<file path="config.mk">
export PLATFORM = sky130hd
export DESIGN_NAME = hslp_ctrl
export DESIGN_NICKNAME = d
export VERILOG_FILES = /design/src/hdl/hslp_pkg.sv /design/src/hdl/hslp_ctrl.sv
export SDC_FILE = /design/constraint.sdc
export NUM_CORES = 1
export LEC_CHECK = 0
export BUFFER_PORTS_ARGS = -buffer_cell sky130_fd_sc_hd__buf_4
export CAP_MARGIN = 10
export CORE_MARGIN = 4
export CORE_UTILIZATION = 25
export DETAILED_ROUTE_END_ITERATION = 10
export PLACE_DENSITY = 0.56
export SETUP_SLACK_MARGIN = 0.1
export SLEW_MARGIN = 5
export SYNTH_ARGS = -nofsm -noshare
export SYNTH_HDL_FRONTEND = slang
export SYNTH_SLANG_ARGS = --single-unit
</file>
<file path="constraint.sdc">
create_clock -name i_clk -period 1.35 [get_ports i_clk]
set_input_delay 0.2025 -clock i_clk [delete_from_list [all_inputs] [get_ports i_clk]]
set_output_delay 0.2025 -clock i_clk [all_outputs]
set_load 0.1 [all_outputs]
</file>
<file path="src/hdl/hslp_pkg.sv">
// ----------------------------------------------------------------------------
// hslp_pkg
// shared types and constants for the hashed slot linear probe insert unit
// ----------------------------------------------------------------------------
package hslp_pkg;

    localparam int unsigned TableSlots = 4096;
    localparam int unsigned ProbeLimit = 1024;
    localparam int unsigned SlotW      = $clog2(TableSlots);
    localparam int unsigned CountW     = SlotW + 1;
    localparam int unsigned ProbeW     = $clog2(ProbeLimit) + 1;
    localparam logic [63:0] HashMul    = 64'hff51afd7ed558ccd;
    localparam int unsigned HashShift  = 33;
    localparam int unsigned CfgIdxW    = 1;
    localparam int unsigned CfgDataW   = 13;

    localparam logic [CfgIdxW-1:0] CfgSlotCount    = 1'b0;
    localparam logic [CfgIdxW-1:0] CfgWriteProtect = 1'b1;

    typedef enum logic [1:0] {
        ST_WRITTEN   = 2'd0,
        ST_FULL      = 2'd1,
        ST_PROTECTED = 2'd2,
        ST_NO_SLOTS  = 2'd3
    } t_status;

    // input beat
    typedef struct packed {
        logic [63:0] ident_low;
        logic [63:0] ident_high;
        logic [63:0] entry_class;
    } t_insert;

    // result beat
    typedef struct packed {
        t_status          status;
        logic [SlotW-1:0] slot_index;
        logic             was_update;
    } t_answer;

    typedef enum logic [3:0] {
        S_CLEAR, S_IDLE, S_MIX, S_MUL, S_MUL_HL, S_MUL_LH, S_MIX2, S_MOD, S_READ,
        S_CHECK, S_DONE
    } t_state;

    // controller to datapath
    typedef struct packed {
        logic clr_write;   // write zero at sweep address
        logic clr_step;
        logic load;        // capture input item
        logic mix;
        logic mul;
        logic mul_hl;
        logic mul_lh;
        logic mix2;
        logic mod_init;
        logic mod_step;
        logic rd;
        logic advance;
        logic wr;
        logic res_load;
        t_status res_status;
    } t_cmd;

    // datapath to controller
    typedef struct packed {
        logic clr_last;
        logic mod_done;
        logic hit;
        logic probe_last;
    } t_stat;

endpackage

</file>
<file path="src/hdl/hslp_ctrl.sv">
// ----------------------------------------------------------------------------
// hslp_ctrl
// sequencer for clear sweep, hash, reduction and probe loop
// ----------------------------------------------------------------------------
module hslp_ctrl (
    input  logic            i_clk,
    input  logic            i_rst_n,
    input  logic            i_in_valid,
    output logic            o_in_ready,
    input  logic            i_out_busy,
    input  logic            i_wp,
    input  logic            i_zero,
    input  hslp_pkg::t_stat i_stat,
    output hslp_pkg::t_cmd  o_cmd
);
    import hslp_pkg::*;

    t_state r_state, n_state;
    logic   take;

    // quick answers need the result register free at once
    assign take = i_in_valid && !(i_out_busy && (i_wp || i_zero));

    always_ff @(posedge i_clk) begin
        if (!i_rst_n) begin
            r_state <= S_CLEAR;
        end else begin
            r_state <= n_state;
        end
    end

    always_comb begin
        n_state = r_state;
        unique case (r_state)
            S_CLEAR: if (i_stat.clr_last) n_state = S_IDLE;
            S_IDLE: begin
                if (take) begin
                    n_state = (i_wp || i_zero) ? S_IDLE : S_MIX;
                end
            end
            S_MIX:    n_state = S_MUL;
            S_MUL:    n_state = S_MUL_HL;
            S_MUL_HL: n_state = S_MUL_LH;
            S_MUL_LH: n_state = S_MIX2;
            S_MIX2:   n_state = S_MOD;
            S_MOD:    if (i_stat.mod_done) n_state = S_READ;
            S_READ:   n_state = S_CHECK;
            S_CHECK: begin
                if (i_stat.hit || i_stat.probe_last) begin
                    if (!i_out_busy) n_state = S_DONE;
                end else begin
                    n_state = S_READ;
                end
            end
            S_DONE:  n_state = S_IDLE;
            default: n_state = S_IDLE;
        endcase
    end

    always_comb begin
        o_cmd = '0;
        o_cmd.res_status = ST_WRITTEN;
        o_in_ready = 1'b0;
        unique case (r_state)
            S_CLEAR: begin
                o_cmd.clr_write = 1'b1;
                o_cmd.clr_step  = 1'b1;
            end
            S_IDLE: begin
                o_in_ready = !(i_out_busy && (i_wp || i_zero));
                if (take) begin
                    o_cmd.load = 1'b1;
                    if (i_wp) begin
                        o_cmd.res_load   = 1'b1;
                        o_cmd.res_status = ST_PROTECTED;
                    end else if (i_zero) begin
                        o_cmd.res_load   = 1'b1;
                        o_cmd.res_status = ST_NO_SLOTS;
                    end
                end
            end
            S_MIX:    o_cmd.mix = 1'b1;
            S_MUL:    o_cmd.mul = 1'b1;
            S_MUL_HL: o_cmd.mul_hl = 1'b1;
            S_MUL_LH: o_cmd.mul_lh = 1'b1;
            S_MIX2: begin
                o_cmd.mix2     = 1'b1;
                o_cmd.mod_init = 1'b1;
            end
            S_MOD:  o_cmd.mod_step = 1'b1;
            S_READ: o_cmd.rd = 1'b1;
            S_CHECK: begin
                // a finished probe waits here until the result register is free
                if (!i_stat.hit && !i_stat.probe_last) begin
                    o_cmd.advance = 1'b1;
                end else if (!i_out_busy) begin
                    o_cmd.res_load = 1'b1;
                    if (i_stat.hit) begin
                        o_cmd.wr = 1'b1;
                    end else begin
                        o_cmd.res_status = ST_FULL;
                    end
                end
            end
            S_DONE: ;
            default: ;
        endcase
    end
endmodule

</file>
==> qor.yml, run 1 <==
p_per_area_nw_per_um2: 1750
drt_iter0_drc: 5
tightest_slew_ps: 346.6
placed_area_um2: 999.7
hold_end: "r_state[0]"
n_antenna_cell: 0
routed_wl_um: 2431
start_util_pct: 26.52
synthesis.area_um2: 457.9
slew_headroom_pct: 76.82
slew_violations: 0
regMostFlops: "r_state"
rsz0062_at_grt: "yes"
critPathLaunchType: "register"
crit_required_ps: 1150
cts_tree: "yes"
largest_reg_flops: 4
die_w_um: 50.80
drcViolationCount: 0
end_kind: "primary output"
grt_pass1_wl_um: 3864
rrSetupSlack_ps: -370
r2r-start: "r_state[1]"
pre_cts_ws_ps: -314.3
grt_pass1_vias: 796
reg_top3: "r_state: 4 flops"
cts_sinks: 4
tns_ps: -6792
antenna_found_initial: 0
drt_first_pass_iters: 3
fmax_mhz: 552.5
io_pins: 27
finalNetCount: 127
utilization_pct: 81.67
via_per_inst: 5.050
maxCapViolations: 0
dieHeight_um: 50.80
h-tree-depth: 1
worstPathArrival_ps: 1610
hold_path.class: "input pin to register"
clock_latency_ps: 260
clockBufferDepth: 2
final-hold-violation-count: 0
syn_area_per_cell_um2: 7.386
io_buffer_count: 26
areaGrowthSynthToFinish_pct: 207.9
path_max_fanout: 3
cts_root_buf: "clkbuf_4"
vias: 712
place_inst: 126
fp.coreArea_um2: 1727
grt_usage_pct: 20.31
syn_inst: 62
peakVddDrop_mv: 1.457
dp.final_hpwl_um: 1407
cts_buffers: 3
ys_warn_count: 0
syn-num-nets: 72
report.final.setup_viol: 21
p_leak_nw: 0.5397
grt_max_degree: 9
drive_gt1_share_pct: 80.17
ys_ff_latch: 4
place_congestion: 0.7399
std_cell_rows: 15
fin_total_pwr_mw: 2.468
startpoint: "r_state[1]"
status: "complete, but fails checks"
failed_checks: "negative setup slack"
fin_area_um2: 1410
post-route-period-util_pct: 134.1
cts.reportedPaths.clkPinSlew_ps: 50
yosysSeqAreaShare_pct: 17.49
wire_per_inst_um: 17.24
period_minus_slack_ps: 1810
hold_ws_ps: 231.1
path_class: "register to primary output"
reg2reg_to: "r_state[3]"
antenna_left: 0
grt.overflow.total: 0
synth_cell_types: 32
worst_hold_startpoint: "i_rst_n"
reg2reg_depth: 6
dieArea_um2: 2581
final.setup.worst_slack_ps: -460.0
min_path_cells: 3
instances_no_fill: 141
skew_ps: 3.684
[where the power goes]
group	internal, mW	switching [mW]	leakage (nW)
Sequential	0.161	0.0583	0.0352
Clock	0.113	0.0783	0.0150
Combinational	0.829	1.23	0.490
Total	1.10	1.37	0.540
[logic make-up (layout without fill, tap and decap cells)]
kind of cell / Yosys count / after routing / share of synthesized area, %
and+or+nand+nor: 35 / 35 / 48.36
xor gates and xnor gates: 2 / 2 / 3.826
buffers and inverters: 7 / 61 / 7.922
muxes: 1 / 1 / 2.186
AOI/OAI and AO/OA: 13 / 13 / 20.22
DFF: 4 / 4 / 17.49
[worst max-delay path by stage]
stage	to	slack, ps	depth (start not counted)
6_report	o_cmd[0]	-460	5
5_1_grt	o_cmd[0]	-520	5
4_1_cts	o_in_ready	-420	4
3_5_place_dp	o_cmd[0]	-310	5
3_3_place_gp	o_cmd[0]	-290	5
2_1_floorplan	o_cmd[15]	-690	2
[synthesized netlist by cell type]
cell | number | area, um2
mux2i_1 | 1 | 10.01
buf_2 | 2 | 10.01
nand2b_1 | 3 | 18.77
a311oi_1 | 1 | 8.760
nor2_1 | 7 | 26.28
a21oi_1 | 4 | 20.02
o21ai_0 | 2 | 10.01
a211oi_2 | 1 | 12.51
nor4bb_1 | 1 | 10.01
dfxtp_1 | 4 | 80.08
xnor2_1 | 2 | 17.52
nor4b_2 | 1 | 15.01
nand4bb_1 | 1 | 11.26
a31o_1 | 1 | 8.760
nand3b_1 | 1 | 7.510
buf_4 | 2 | 15.01
nor3b_1 | 2 | 15.01
or2_2 | 1 | 6.260
or3_1 | 1 | 6.260
o22ai_2 | 1 | 12.51
nor3_1 | 5 | 25.02
or4_1 | 2 | 15.01
a31oi_1 | 1 | 6.260
nand4b_1 | 2 | 17.52
clkbuf_1 | 2 | 7.510
nor4_1 | 1 | 6.260
nand2_1 | 5 | 18.77
nor4b_1 | 1 | 8.760
a41oi_1 | 1 | 8.760
o21ai_1 | 1 | 5.000
inv_1 | 1 | 3.750
or4b_4 | 1 | 13.76
[layout by cell type, fill, tap and decap left out, types with 3 or more instances in the layout]
cell type  count
buf_4         28
dfxtp_4        3
nor2_4         3
buf_6         11
a21oi_4        3
buf_8          3
clkbuf_4       3
buf_12        14
nand2_1        3
nor3_4         5
nor2_1         3
[final cells by class]
class | count | area, um2
inverter | 1 | 3.754
fill | 106 | 316.6
multi-input combinational | 51 | 596.8
timing repair buffer | 56 | 659.4
tap | 25 | 31.28
clock buffer | 4 | 26.28
sequential | 4 | 92.59
[worst max-delay path, stage by stage, from the launching register on]
cell and delay [ps]:
dfxtp_2 330, buf_6 120, nor4b_4 290, nand4b_1 220
a21oi_4 200, buf_12 190
[timing repair]
item                                    in CTS  in global routing
endpoints found under the hold margin        0                  0
resized for setup                           61                  9
buffers inserted                             8                  3
hold buffers                                 0                  0
pin swaps                                   10                 14
endpoints found under the setup margin      21                 21
[per-layer routing]
layer	GRT usage, %	routed length, um	vias up
met4	6.726	22	0
met2	36.09	1319	18
li1	-	-	346
met5	0	0	-
met3	5.341	84	3
met1	23.27	1005	345
Note: power is estimated with default switching activity, not from simulation.
==> inputs of run 2 (changes only) <==
GPL_ROUTABILITY_DRIVEN = 0   (was not set)
PLACE_DENSITY = 0.61   (was 0.56)
==> run 2 against run 1 <==
Compared with the run above:
- the flow still finishes with violations (negative setup slack)
- final cell count rose by 0.71%
- global-route usage fell by 0.23 points
- die area did not move
- count of clock-buffer cells in the layout did not move
- worst setup slack improved by 30 ps
- critical endpoint is now o_in_ready
- largest cell class unchanged
- highest routed layer unchanged
==> qor.yml, run 2 (synthesis results as in run 1) <==
failed_checks: "negative setup slack"  # unchanged
areaGrowthSynthToFinish_pct: 205.7  # was 207.9%
grt.overflow.total: 0  # unchanged
final_common_cell: "buf_4"  # unchanged
rrSetupSlack_ps: -340  # was -370 ps
cts_sinks: 4  # unchanged
grt_pass1_wl_um: 3850  # was 3864 um
via_per_inst: 4.972  # was 5.050
drive_gt1_share_pct: 81.20  # was 80.17%
seqCellArea_um2: 92.59  # unchanged
reg_top3: "r_state: 4 flops"  # unchanged
largest_reg_flops: 4  # unchanged
dieHeight_um: 50.80  # unchanged
vias: 706  # was 712
drcViolationCount: 0  # unchanged
cts_buffers: 3  # unchanged
io_buffer_count: 26  # unchanged
min_path_cells: 2  # was 3
std_cell_rows: 15  # unchanged
cts_root_buf: "clkbuf_4"  # unchanged
hold_end: "r_state[3]"  # was r_state[0]
n_antenna_cell: 0  # unchanged
slew_violations: 0  # unchanged
regMostFlops: "r_state"  # unchanged
worstPathArrival_ps: 1580  # was 1610 ps
dp.final_hpwl_um: 1296  # was 1407 um
final.setup.worst_slack_ps: -429.8  # was -460.0 ps
routed_wl_um: 2322  # was 2431 um
multi_input_area_um2: 598.1  # was 596.8 um2
final-hold-violation-count: 0  # unchanged
grt_max_degree: 9  # unchanged
tns_ps: -5666  # was -6792 ps
final_cell_mix: "33 x buf_4, 14 x buf_12, 8 x buf_6"  # was 28 x buf_4, 14 x buf_12, 11 x buf_6
antenna_found_initial: 0  # unchanged
grt_usage_pct: 20.07  # was 20.31%
fp.coreArea_um2: 1727  # unchanged
reg2reg_depth: 6  # unchanged
crit_required_ps: 1150  # about the same
antenna_left: 0  # unchanged
post-route-period-util_pct: 131.8  # was 134.1%
path_class: "register to primary output"  # unchanged
grt_pass1_vias: 810  # was 796
r2r-start: "r_state[1]"  # unchanged
critPathLaunchType: "register"  # unchanged
status: "complete, but fails checks"  # unchanged
period_minus_slack_ps: 1780  # was 1810 ps
cts.reportedPaths.clkPinSlew_ps: 40  # was 50 ps
drt_first_pass_iters: 4  # was 3
die_w_um: 50.80  # unchanged
peakVddDrop_mv: 1.241  # was 1.457 mV
rsz0062_at_grt: "yes"  # unchanged
worst_hold_startpoint: "i_rst_n"  # unchanged
h-tree-depth: 1  # unchanged
wire_per_inst_um: 16.35  # was 17.24 um
slew_headroom_pct: 77.16  # was 76.82%
io_pins: 27  # unchanged
fillers: 104  # was 106
end_kind: "primary output"  # unchanged
startpoint: "r_state[1]"  # unchanged
hold_path.class: "input pin to register"  # unchanged
p_per_area_nw_per_um2: 1770  # was 1750 nW/um2
maxCapViolations: 0  # unchanged
clock_latency_ps: 240  # was 260 ps
dieArea_um2: 2581  # unchanged
drt_iter0_drc: 5  # unchanged
clockBufferDepth: 2  # unchanged
finalNetCount: 128  # was 127
utilization_pct: 81.09  # was 81.67%
start_util_pct: 26.52  # unchanged
hold_ws_ps: 249.3  # was 231.1 ps
skew_ps: 1.124  # was 3.684 ps
path_max_fanout: 3  # unchanged
p_leak_nw: 0.5409  # was 0.5397 nW
tightest_slew_ps: 341.6  # was 346.6 ps
cts_hold_buf: 0  # unchanged
report.final.setup_viol: 21  # unchanged
fmax_mhz: 561.9  # was 552.5 MHz
reg2reg_to: "r_state[3]"  # unchanged
cts_tree: "yes"  # unchanged
==> run 2: cell count changes in the layout (fill, tap and decap cells not counted) <==
cell / before / now
or4_1: 2 / 1
a31oi_2: 1 / 0
buf_6: 11 / 8
buf_4: 28 / 33
a31oi_1: 0 / 1
o21ai_1: 1 / 0
or4_4: 0 / 1
buf_8: 3 / 2
o21ai_2: 0 / 1
==> run 2: power breakdown <==
part,switching [mW],internal (mW),leakage (nW)
Sequential,0.0593,0.161,0.0352
Combinational,1.24,0.839,0.491
Clock,0.0624,0.112,0.0150
Total,1.37,1.11,0.541
==> run 2: worst max-delay path: stages (launching register included) <==
cell and delay [ps]:
dfxtp_2 320, buf_6 120, or4b_4 550, a21oi_4 150, buf_12 190
==> run 2: area by class of cell <==
cell class	instances	area share, %
inverters	1	0.2681
multi-input cells	51	42.72
repair buffers	57	46.29
flip-flops and latches	4	6.613
well taps	25	2.234
clock buffers	4	1.877
==> run 2: per-stage QoR <==
step,instances,power (mW),worst slack [ps],cell area (um2)
after detailed placement,127,1.773,-300.8,1007
after floorplan,62,1.551,-692.2,716.9
after global placement,127,1.764,-277.8,1007
after global routing,142,2.582,-480.8,1400
final,142,2.478,-429.8,1400
after CTS,139,2.362,-418.4,1363
==> run 2: per-layer routing <==
layer	wire (um)	GRT usage, %	up-vias
met5	0	0	-
met4	30	7.623	0
met3	118	5.341	2
met2	1260	35.87	21
met1	913	22.42	336
li1	-	-	347
==> run 2: what timing repair did <==
action,CTS,global route
setup buffers,8,3
resized for setup,62,4
endpoints found under the setup margin,21,21
hold endpoints to repair,0,0
pin swaps,13,6
==> run 2: worst max-delay path by stage <==
stage / cells past startpoint / endpoint / slack, ps
finish: 4 / o_in_ready / -430
global route: 5 / o_cmd[0] / -480
detailed placement: 5 / o_cmd[0] / -300
global placement: 5 / o_cmd[0] / -280
floorplan: 2 / o_cmd[15] / -690
CTS: 4 / o_in_ready / -420
